==> src/hdl/les_pkg.sv <==
// shared types, constants and register indexes for the led effect sequencer
package les_pkg;

	localparam int LedW       = 8;
	localparam int ModeW      = 3;
	localparam int StepW      = 8;
	localparam int LenW       = StepW + 1;
	localparam int BandW      = 3;
	localparam int CfgIdxW    = 2;
	localparam int CfgDataW   = 8;
	localparam int InDataW    = 8;
	localparam int OutDataW   = 16;

	localparam logic [StepW-1:0] StepPeriodReset = 8'd3;
	localparam logic [BandW-1:0] BandWidthReset  = 3'd3;

	typedef enum logic [CfgIdxW-1:0] {
		REG_STEP_PERIOD = 2'd0,
		REG_BAND_WIDTH  = 2'd1
	} cfg_reg_t;

	typedef enum logic [ModeW-1:0] {
		MODE_UP_COUNT   = 3'd0,
		MODE_DOWN_COUNT = 3'd1,
		MODE_WALK_RIGHT = 3'd2,
		MODE_WALK_LEFT  = 3'd3,
		MODE_FILL       = 3'd4,
		MODE_BLINK      = 3'd5,
		MODE_BOUNCE     = 3'd6,
		MODE_MIRROR     = 3'd7
	} mode_t;

	// request to the pattern lookup
	typedef struct packed {
		mode_t            mode;
		logic [StepW-1:0] step;
		logic [BandW-1:0] band;
	} pat_req_t;

	// answer from the pattern lookup
	typedef struct packed {
		logic [LedW-1:0] leds;
		logic [LenW-1:0] len;
	} pat_rsp_t;

	// one result item
	typedef struct packed {
		mode_t           mode;
		logic [LedW-1:0] leds;
	} result_t;

endpackage

==> src/hdl/les_pattern.sv <==
// pattern lookup: led value and step count of each effect
module les_pattern
	import les_pkg::*;
(
	input  pat_req_t req,
	input  logic     step_ok,
	output pat_rsp_t rsp
);

	localparam logic [LedW-1:0] Mirror [8] = '{
		8'h81, 8'hC3, 8'hE7, 8'hFF, 8'h7E, 8'h3C, 8'h18, 8'h00
	};

	logic [BandW-1:0] band_w;
	logic [3:0]       dif;
	logic [3:0]       s4;
	logic [3:0]       sh;
	logic [LedW-1:0]  band_mask;
	logic [2:0]       s3;

	always_comb begin
		band_w    = (req.band == '0) ? 3'd1 : req.band;
		dif       = 4'd8 - {1'b0, band_w};
		s4        = req.step[3:0];
		s3        = req.step[2:0];
		// rising leg shifts by step plus one, falling leg comes back to zero
		sh        = (s4 < dif) ? (s4 + 4'd1) : ({dif[2:0], 1'b0} - s4 - 4'd1);
		band_mask = LedW'((9'd1 << band_w) - 9'd1);
	end

	always_comb begin
		rsp.len  = LenW'(8);
		rsp.leds = '0;
		case (req.mode)
			MODE_UP_COUNT: begin
				rsp.len  = LenW'(255);
				rsp.leds = req.step;
			end
			MODE_DOWN_COUNT: begin
				rsp.len  = LenW'(256);
				rsp.leds = ~req.step;
			end
			MODE_WALK_RIGHT: begin
				rsp.leds = LedW'(1) << s3;
			end
			MODE_WALK_LEFT: begin
				rsp.leds = LedW'(1) << (3'd7 - s3);
			end
			MODE_FILL: begin
				rsp.len = LenW'(16);
				if (!s4[3]) begin
					rsp.leds = LedW'((9'd2 << s3) - 9'd1);
				end else begin
					rsp.leds = LedW'((9'd1 << (3'd7 - s3)) - 9'd1);
				end
			end
			MODE_BLINK: begin
				rsp.len  = LenW'(2);
				rsp.leds = (req.step != '0) ? 8'hFF : 8'h00;
			end
			MODE_BOUNCE: begin
				rsp.len  = LenW'({dif, 1'b0});
				rsp.leds = band_mask << sh[2:0];
			end
			MODE_MIRROR: begin
				rsp.leds = Mirror[s3];
			end
			default: begin
				rsp.leds = '0;
			end
		endcase
		// value only meaningful once the step is inside the pattern
		if (!step_ok) begin
			rsp.leds = rsp.leds;
		end
	end

endmodule

==> src/hdl/les_out_reg.sv <==
// output register between the sequencer logic and the result stream
module les_out_reg
	import les_pkg::*;
(
	input  logic    clk,
	input  logic    arst_n,
	input  logic    in_valid,
	output logic    in_ready,
	input  result_t in_data,
	output logic    out_valid,
	input  logic    out_ready,
	output result_t out_data
);

	logic    valid_q;
	result_t data_q;

	assign in_ready  = !valid_q || out_ready;
	assign out_valid = valid_q;
	assign out_data  = data_q;

	always_ff @(posedge clk or negedge arst_n) begin
		if (!arst_n) begin
			valid_q <= 1'b0;
		end else if (in_ready) begin
			valid_q <= in_valid;
		end
	end

	always_ff @(posedge clk) begin
		if (in_ready && in_valid) begin
			data_q <= in_data;
		end
	end

endmodule

==> src/hdl/led_effect_sequencer_top.sv <==
// LED effect sequencer: one tick per input transfer, takes a new tick every cycle when the
// result side keeps up; each result appears in the cycle after its tick through a single output
// register, so the rate is one item per cycle set by that register. Button bits are active
// low and a press toggles a mode bit; mode {switch, button two, button one} picks one of
// eight 8-led effects, each step held for step_period ticks. Registers: index 0 step_period,
// index 1 band_width; write them only while no tick is in flight.
module led_effect_sequencer_top
	import les_pkg::*;
(
	input  logic                clk,
	input  logic                arst_n,
	input  logic                s_tvalid,
	output logic                s_tready,
	input  logic [InDataW-1:0]  s_tdata,   // [0] button_one_level, [1] button_two_level,
	                                       // [2] switch_level, [7:3] zero
	output logic                m_tvalid,
	input  logic                m_tready,
	output logic [OutDataW-1:0] m_tdata,   // [7:0] led_pattern, [10:8] active_mode, [15:11] zero
	input  logic                cfg_valid,
	output logic                cfg_ready,
	input  logic [CfgIdxW-1:0]  cfg_index,
	input  logic [CfgDataW-1:0] cfg_data
);

	logic [StepW-1:0] step_period_q;
	logic [BandW-1:0] band_width_q;
	logic [1:0]       prev_btn_q;
	logic [ModeW-1:0] mode_q;
	logic [StepW-1:0] step_q;
	logic [StepW-1:0] tick_q;

	logic             accept;
	logic [1:0]       btn_now;
	logic [1:0]       pressed;
	logic [ModeW-1:0] mode_d;
	logic             changed;
	logic [StepW-1:0] step_base;
	logic [StepW-1:0] tick_base;
	logic [StepW-1:0] step_cur;
	logic [StepW-1:0] tick_inc;
	logic [StepW-1:0] period;
	logic [LenW-1:0]  step_next;
	logic [StepW-1:0] step_d;
	logic [StepW-1:0] tick_d;
	logic             step_ok;
	pat_req_t         len_req;
	pat_rsp_t         len_rsp;
	pat_req_t         val_req;
	pat_rsp_t         val_rsp;
	result_t          result;
	result_t          out_data;

	assign cfg_ready = 1'b1;

	always_ff @(posedge clk or negedge arst_n) begin
		if (!arst_n) begin
			step_period_q <= StepPeriodReset;
			band_width_q  <= BandWidthReset;
		end else if (cfg_valid) begin
			case (cfg_index)
				REG_STEP_PERIOD: step_period_q <= cfg_data;
				REG_BAND_WIDTH:  band_width_q  <= cfg_data[BandW-1:0];
				default: begin
				end
			endcase
		end
	end

	always_comb begin
		btn_now   = s_tdata[1:0];
		pressed   = prev_btn_q & ~btn_now;
		mode_d    = {s_tdata[2], mode_q[1:0] ^ pressed};
		changed   = (mode_d != mode_q);
		step_base = changed ? '0 : step_q;
		tick_base = changed ? '0 : tick_q;
	end

	// length of the new mode, used to pull a stale step back into range
	assign len_req.mode = mode_t'(mode_d);
	assign len_req.step = step_base;
	assign len_req.band = band_width_q;

	les_pattern u_len (
		.req     (len_req),
		.step_ok (1'b0),
		.rsp     (len_rsp)
	);

	always_comb begin
		step_cur = ({1'b0, step_base} >= len_rsp.len) ? '0 : step_base;
		step_ok  = 1'b1;
		period   = (step_period_q == '0) ? 8'd1 : step_period_q;
		tick_inc = tick_base + 8'd1;
		step_next = {1'b0, step_cur} + LenW'(1);
		if (tick_inc >= period) begin
			tick_d = '0;
			step_d = (step_next >= len_rsp.len) ? '0 : step_next[StepW-1:0];
		end else begin
			tick_d = tick_inc;
			step_d = step_cur;
		end
	end

	assign val_req.mode = mode_t'(mode_d);
	assign val_req.step = step_cur;
	assign val_req.band = band_width_q;

	les_pattern u_val (
		.req     (val_req),
		.step_ok (step_ok),
		.rsp     (val_rsp)
	);

	assign result.mode = mode_t'(mode_d);
	assign result.leds = val_rsp.leds;

	assign accept = s_tvalid && s_tready;

	always_ff @(posedge clk or negedge arst_n) begin
		if (!arst_n) begin
			prev_btn_q <= 2'b11;
			mode_q     <= '0;
			step_q     <= '0;
			tick_q     <= '0;
		end else if (accept) begin
			prev_btn_q <= btn_now;
			mode_q     <= mode_d;
			step_q     <= step_d;
			tick_q     <= tick_d;
		end
	end

	les_out_reg u_out (
		.clk       (clk),
		.arst_n    (arst_n),
		.in_valid  (s_tvalid),
		.in_ready  (s_tready),
		.in_data   (result),
		.out_valid (m_tvalid),
		.out_ready (m_tready),
		.out_data  (out_data)
	);

	assign m_tdata = {5'b0, out_data.mode, out_data.leds};

endmodule
==> config.mk <==
export PLATFORM = sky130hd
export DESIGN_NAME = led_effect_sequencer_top
export DESIGN_NICKNAME = d
export VERILOG_FILES = /design/src/hdl/les_pkg.sv /design/src/hdl/les_pattern.sv /design/src/hdl/les_out_reg.sv /design/src/hdl/led_effect_sequencer_top.sv
export SDC_FILE = /design/constraint.sdc
export NUM_CORES = 1
export LEC_CHECK = 0
export BUFFER_PORTS_ARGS = -buffer_cell sky130_fd_sc_hd__buf_2
export CAP_MARGIN = 20
export CORE_MARGIN = 5
export CORE_UTILIZATION = 45
export CTS_CLUSTER_SIZE = 12
export DETAILED_ROUTE_END_ITERATION = 6
export PLACE_DENSITY_LB_ADDON = 0.25
export SETUP_SLACK_MARGIN = 0.1
export SLEW_MARGIN = 20
export SYNTH_ARGS = -nofsm -noshare
export SYNTH_HDL_FRONTEND = slang
export SYNTH_SLANG_ARGS = --single-unit
==> constraint.sdc <==
create_clock -name clk -period 13.75 [get_ports clk]
set_input_delay 1.375 -clock clk [delete_from_list [all_inputs] [get_ports clk]]
set_output_delay 1.375 -clock clk [all_outputs]
set_load 0.05 [all_outputs]
* After elaboration in Yosys (flattened, before gate mapping)
Memory sizes are Yosys's and may differ from the RTL's. Index checks and enable logic that the tools add are counted.
Word-level totals: word-level logic and storage cells 70, flip-flop bits (word level) 44, output and inout port bits 19, bits in read-only memories 64, memories 1
Cells by class: reductions and logical operators 10, shift-type cells 6, equality and inequality tests 9, $add $sub $neg 10, bitwise gates (word level) 5, multiplexer cells 15, magnitude comparators 5
Memories:
- (name not given) | words 8, bits a word 8, rd ports 1, clocked after Yosys merged registers in 0, write ports 0, line les_pattern.sv:66 | rsp.leds = Mirror[s3];
Operators with widths (count):
- 2-to-1 mux 8 bit | 11
- one-hot mux 8 bit (8 select lines) | 1
- one-hot mux 9 bit (5 select lines) | 1
- left shift 1 x 3 -> 8 bit (first input constant) | 4
- subtractor 8 x 1 -> 8 bit (second input constant) | 3
- equality test 3 bit (second input constant) | 4
- adder 8 x 1 -> 9 bit (second input constant) | 1
- >= comparator 8 x 9 -> 1 bit | 1
- >= comparator 9 bit | 1
- adder 8 x 1 -> 8 bit (second input constant) | 1
- >= comparator 8 bit | 1
- logical NOT 8 bit | 1
- inverter 8 bit | 1
- nonzero test 8 bit | 1
- left shift 2 x 3 -> 8 bit (first input constant) | 1
- left shift 8 x 3 -> 8 bit | 1
- equality test 3 x 2 -> 1 bit (second input constant) | 2
- logical NOT 3 bit | 2
- 2-to-1 mux 3 bit | 2
- >= comparator 4 bit (second input constant) | 1
- less-than comparator 4 bit | 1
- inverter 3 -> 4 bit | 1
- AND reduction 2 bit | 2
- subtractor 4 x 3 -> 4 bit (first input constant) | 1
- 14 further kinds | 14

* Logic depth before layout (Yosys ltp)
depth in word-level cells 12, gate-level depth with buffers 28, depth with buffers taken out 26

* Cells and area by module
Synthesis repeated with hierarchy kept, for this count alone.
Second synthesis, totals: cells, all modules 761, area, all modules 5964.5 µm²
Modules (own cells, without submodules):
- les_pattern | cells each 236, times used 2, sequential area each 0.0 µm², area each 1561.5 µm²
- led_effect_sequencer_top | cells each 274, times used 1, sequential area each 808.3 µm², area each 2457.4 µm²
- les_out_reg | cells each 15, times used 1, sequential area each 355.3 µm², area each 384.1 µm²

* Worst setup path before layout
Ideal clock, no wire load.
path kind input to register, start point input s_tdata[0], end point register step_q[1], buffers on the path 4, stages on the path 26, library setup time 67 ps, arrival time 6381 ps, setup slack 7302 ps, data required time 13683 ps, cell sequence nor2b_1 > buf_2 > xnor2_2 > clkbuf_1 > buf_1 > o21ai_0 > a21oi_1 > ha_1 > and2_1 > a21boi_0 > o21ai_1 > a21o_1 > inv_2 > clkbuf_1 > ha_1 > nand4_1 > xor2_1 > nor2_1 > ha_1 > a21o_1 > a211o_1 > a211oi_1 > a211o_1 > nand2_1 > nor2_1 > a22o_1
Between the ends: longest elaborated chain between the ends 11, elaborated cells on any way between the ends 20, those cells by class add/sub (2); order compare (3); eq/ne (5); mux (6); bitwise (3); reduce/logical (1)
Ends and longest elaborated chain:
- from (decl) | line led_effect_sequencer_top.sv:14 | input logic [InDataW-1:0] s_tdata,
- inverter 2 bit * | line led_effect_sequencer_top.sv:71 | pressed = prev_btn_q & ~btn_now;
- AND 2 bit * | line led_effect_sequencer_top.sv:71
- XOR 2 bit * | line led_effect_sequencer_top.sv:72 | mode_d = {s_tdata[2], mode_q[1:0] ^ pressed};
- equality test 3 bit (tied with other cells) | line les_pattern.sv:34 | case (req.mode)
- one-hot mux 9 bit (5 select lines) / 2-to-1 mux 8 bit (equally long branches) | line les_pattern.sv:34, led_effect_sequencer_top.sv:74
- >= comparator 8 x 9 -> 1 bit | line led_effect_sequencer_top.sv:90 | step_cur = ({1'b0, step_base} >= len_rsp.len) ? '0 : step_base;
- 2-to-1 mux 8 bit | line led_effect_sequencer_top.sv:90
- adder 8 x 1 -> 9 bit | line led_effect_sequencer_top.sv:94 | step_next = {1'b0, step_cur} + LenW'(1);
- >= comparator 9 bit | line led_effect_sequencer_top.sv:97 | step_d = (step_next >= len_rsp.len) ? '0 : step_next[StepW-1:0];
- 2-to-1 mux 8 bit | line led_effect_sequencer_top.sv:97
- 2-to-1 mux 8 bit * | line led_effect_sequencer_top.sv:95 | if (tick_inc >= period) begin
- to (signal assigned) | line led_effect_sequencer_top.sv:128 | step_q <= step_d;
- to (decl) | line led_effect_sequencer_top.sv:29 | logic [StepW-1:0] step_q;
Mark *: on every way between the ends. The rest lies on a longest branch, timed or not. A chain may end at the register's enable or synchronous reset.

* Final worst setup path
start point input s_tdata[0], end point register step_q[2]
The elaborated chain is that of the path after synthesis.

==> metrics <==
status=complete, no violations; RePlAce Congestion=0.946; Ys Warns=0; TritonCTS clock tree=done; Pleak=0.00208 uW; CTS root buffer=clkbuf_8; Worst path max stage delay=just under 800 ps; crit path DAT=a little over 8000 ps; Initial DRC Count=between 200 and 250; GRT Util Overall=between 10% and 20%; Routed Antenna Nets=0; Netlist Area Pre-Place=about 4400 um2; hold_sp=prev_btn_q[0]; CTS clk-pin slew, worst paths=~90 ps; Routed WL per cell=~17 um; full die area=about 12000 um2; Max FO, Critical Path=22; Post-DP HPWL=8560 um; Tmin final=between 8000 and 9000 ps; Critical path origin=s_tdata[0]; most common cell in the netlist=nand2_1; Post-Syn Instances=roughly 540; Final Cycle Share=roughly three fifths; R2R Path Start=prev_btn_q[0]; Slew @ Worst Pin=1010 ps; Pre-Repair DR Iteration Count=5; RSZ-0062 raised after global routing=false; vias per inst=5.90; Vias=just over 4000; final setup slack of the worst path=5730 ps; I/O pin count=42; share of layout cells above drive strength 1=around 14%; CTS H-tree lvls=2; DRC viols=0; area occupied by multi-input gates=about 3000 um2; Initial Util=between 40% and 50%; aggregate global routing overflow=0; register area=roughly 1200 um2; Fin. Hold Viols=0; Slew headroom=32.6%; Core Footprint=9640 um2; Post-CTS Setup Inserts=0; Area contributors post-synth=dfrtp_1 (15%), ha_1 (13%), edfxtp_1 (7.5%); Net count, final=619; final setup vio count=0; area leader, netlist=dfrtp_1; setup_tns=0 ps; Synth Register Bits=44; max-slew violation count=0; slowest CP cell=xnor2_2; post-synth top area share=roughly 15%; ys async rst share=roughly 75%; Clock Tree Buf Depth=2; Unique masters post-synth=73; Peak VDD IR=slightly above 60 uV; most used cell, CP=nand2_1; final clock skew=about 14 ps; first-pass GRT wire length=18700 um; # diodes=0; worst skew pair latency=~300 ps; Hold Crit Class=reg2reg; CTS Buf Count=5; antenna violations before repair=0; height of the die=roughly 110 um; row count=36; Crit. End Element=register; number of synthesized flops with an enable pin=11; WS Path Type=in2reg; fillcell total=around 1000; Max Clk Rate=between 0.1 and 0.15 GHz; PwrDens=about 140 nW/um2; largest net degree at the start of global routing=34; DP Worst Slack=between 5000 and 6000 ps; syn_area_per_cell=slightly above 8 um2; main flop type after synthesis=dfrtp_1; area delta synth->final=6.31%; # port buffers=30; clock sinks=44; total power=631 uW; aggregate routed wire length=~11000 um; Worst EP required=about 14000 ps; Post-synth top cells=nand2_1 (84), ha_1 (44), o21ai_0 (33); # hold bufs at CTS=0; chip width=about 110 um; Setup crit start kind=input pin; sequential cell area fraction in the yosys report=between 20% and 30%; Max-Cap Viols=0; vias in the first global route=3785; Final Hold Slack=approximately 460 ps; Post-CTS Resized=0
==> stage by stage <==
step / utilization (%) / instances / instance area [um2]
finish: 48.3 / 686 / 4660
global route: 48.3 / 686 / 4660
CTS: 48.3 / 686 / 4660
detailed placement: 47.4 / 678 / 4570
global placement: 47.4 / 678 / 4570
floorplan: - / 546 / 4400
==> final cells by class <==
type / count / area share [%]
Clock buffer: 6 / 1.56
Inverter: 27 / 2.18
Clock inverter: 2 / 0.269
Sequential cell: 44 / 25.0
Timing Repair Buffer: 35 / 4.03
Multi-Input combinational cell: 439 / 63.4
Tap cell: 133 / 3.57
==> sequential cells by signal (all words and copies together) (netlist names) <==
signal and flops:
step_q 8, u_out.out_valid 1, u_out.out_data 11, prev_btn_q 2
band_width_q 3, tick_q 8, mode_q 3, step_period_q 8
==> critical path: cells and delay by family <==
| family | cells | cell delay (ps) |
|---|---|---|
| and+or+nand+nor | 10 | 2060 |
| adders and majority gates | 4 | 1250 |
| buffers and inverters | 4 | 950 |
| AOI/OAI and AO/OA | 7 | 1660 |
| xor gates and xnor gates | 2 | 940 |
==> cell usage in the layout (no fill, tap or decap), types with 6 or more instances in the layout <==
cell      synthesis  layout
a211o_1           7       7
a21o_1            6       6
a21oi_1          31      31
and2_1            9       9
buf_2             4      30
conb_1            2       7
dfrtp_1          27      27
dfstp_2           6       6
edfxtp_1         11      11
ha_1             44      44
inv_1            24      24
mux2_2            7       7
nand2_1          84      84
nand3_1          26      26
nand3b_1          6       6
nand4_1           8       8
nor2_1           32      32
nor3_1           10      10
o21ai_0          33      33
o41ai_1           6       6
xnor2_1          11      11
xor2_1            9       9
==> power breakdown <==
| part | total [uW] | internal (uW) | switching (uW) |
|---|---|---|---|
| clock network | 82.9 | 35.6 | 47.3 |
| logic | 370 | 128 | 242 |
| registers | 177 | 163 | 14.5 |
==> cells by family (layout without fill, tap and decap cells) <==
group | count (synthesis) | after routing | synth area share (%)
other cells | 2 | 7 | 0.171
flops | 44 | 44 | 26.6
xor+xnor | 23 | 23 | 5.11
fa+ha+maj | 45 | 45 | 12.8
simple gates | 208 | 208 | 22.8
buf+inv | 63 | 70 | 6.46
mux | 14 | 14 | 3.60
compound gates | 142 | 142 | 22.4
==> path summary, 6_finish.rpt <==
check | to | slack (ps) | depth (start not counted)
worst max-delay path | step_q[2] | 5730 | 27
worst min-delay path | prev_btn_q[0] | 460 | 2
worst max register to register | step_q[2] | 6440 | 26
worst min register to register | prev_btn_q[0] | 460 | 2
max in group asynchronous | mode_q[2] | 12140 | 1
min in group asynchronous | step_period_q[5] | 1110 | 1
==> per-layer routing <==
layer  part of all wire, %  vias to the layer above  wire, um  track usage (%)
met3                   5.2                       16       590             2.25
met2                    48                      137      5420             33.7
met1                    45                     1918      5160             26.8
met5                     0                        -         0                0
met4                   1.7                        0       198             4.24
li1                      -                     1979         -                -
Note: power is estimated with default switching activity, not from simulation.
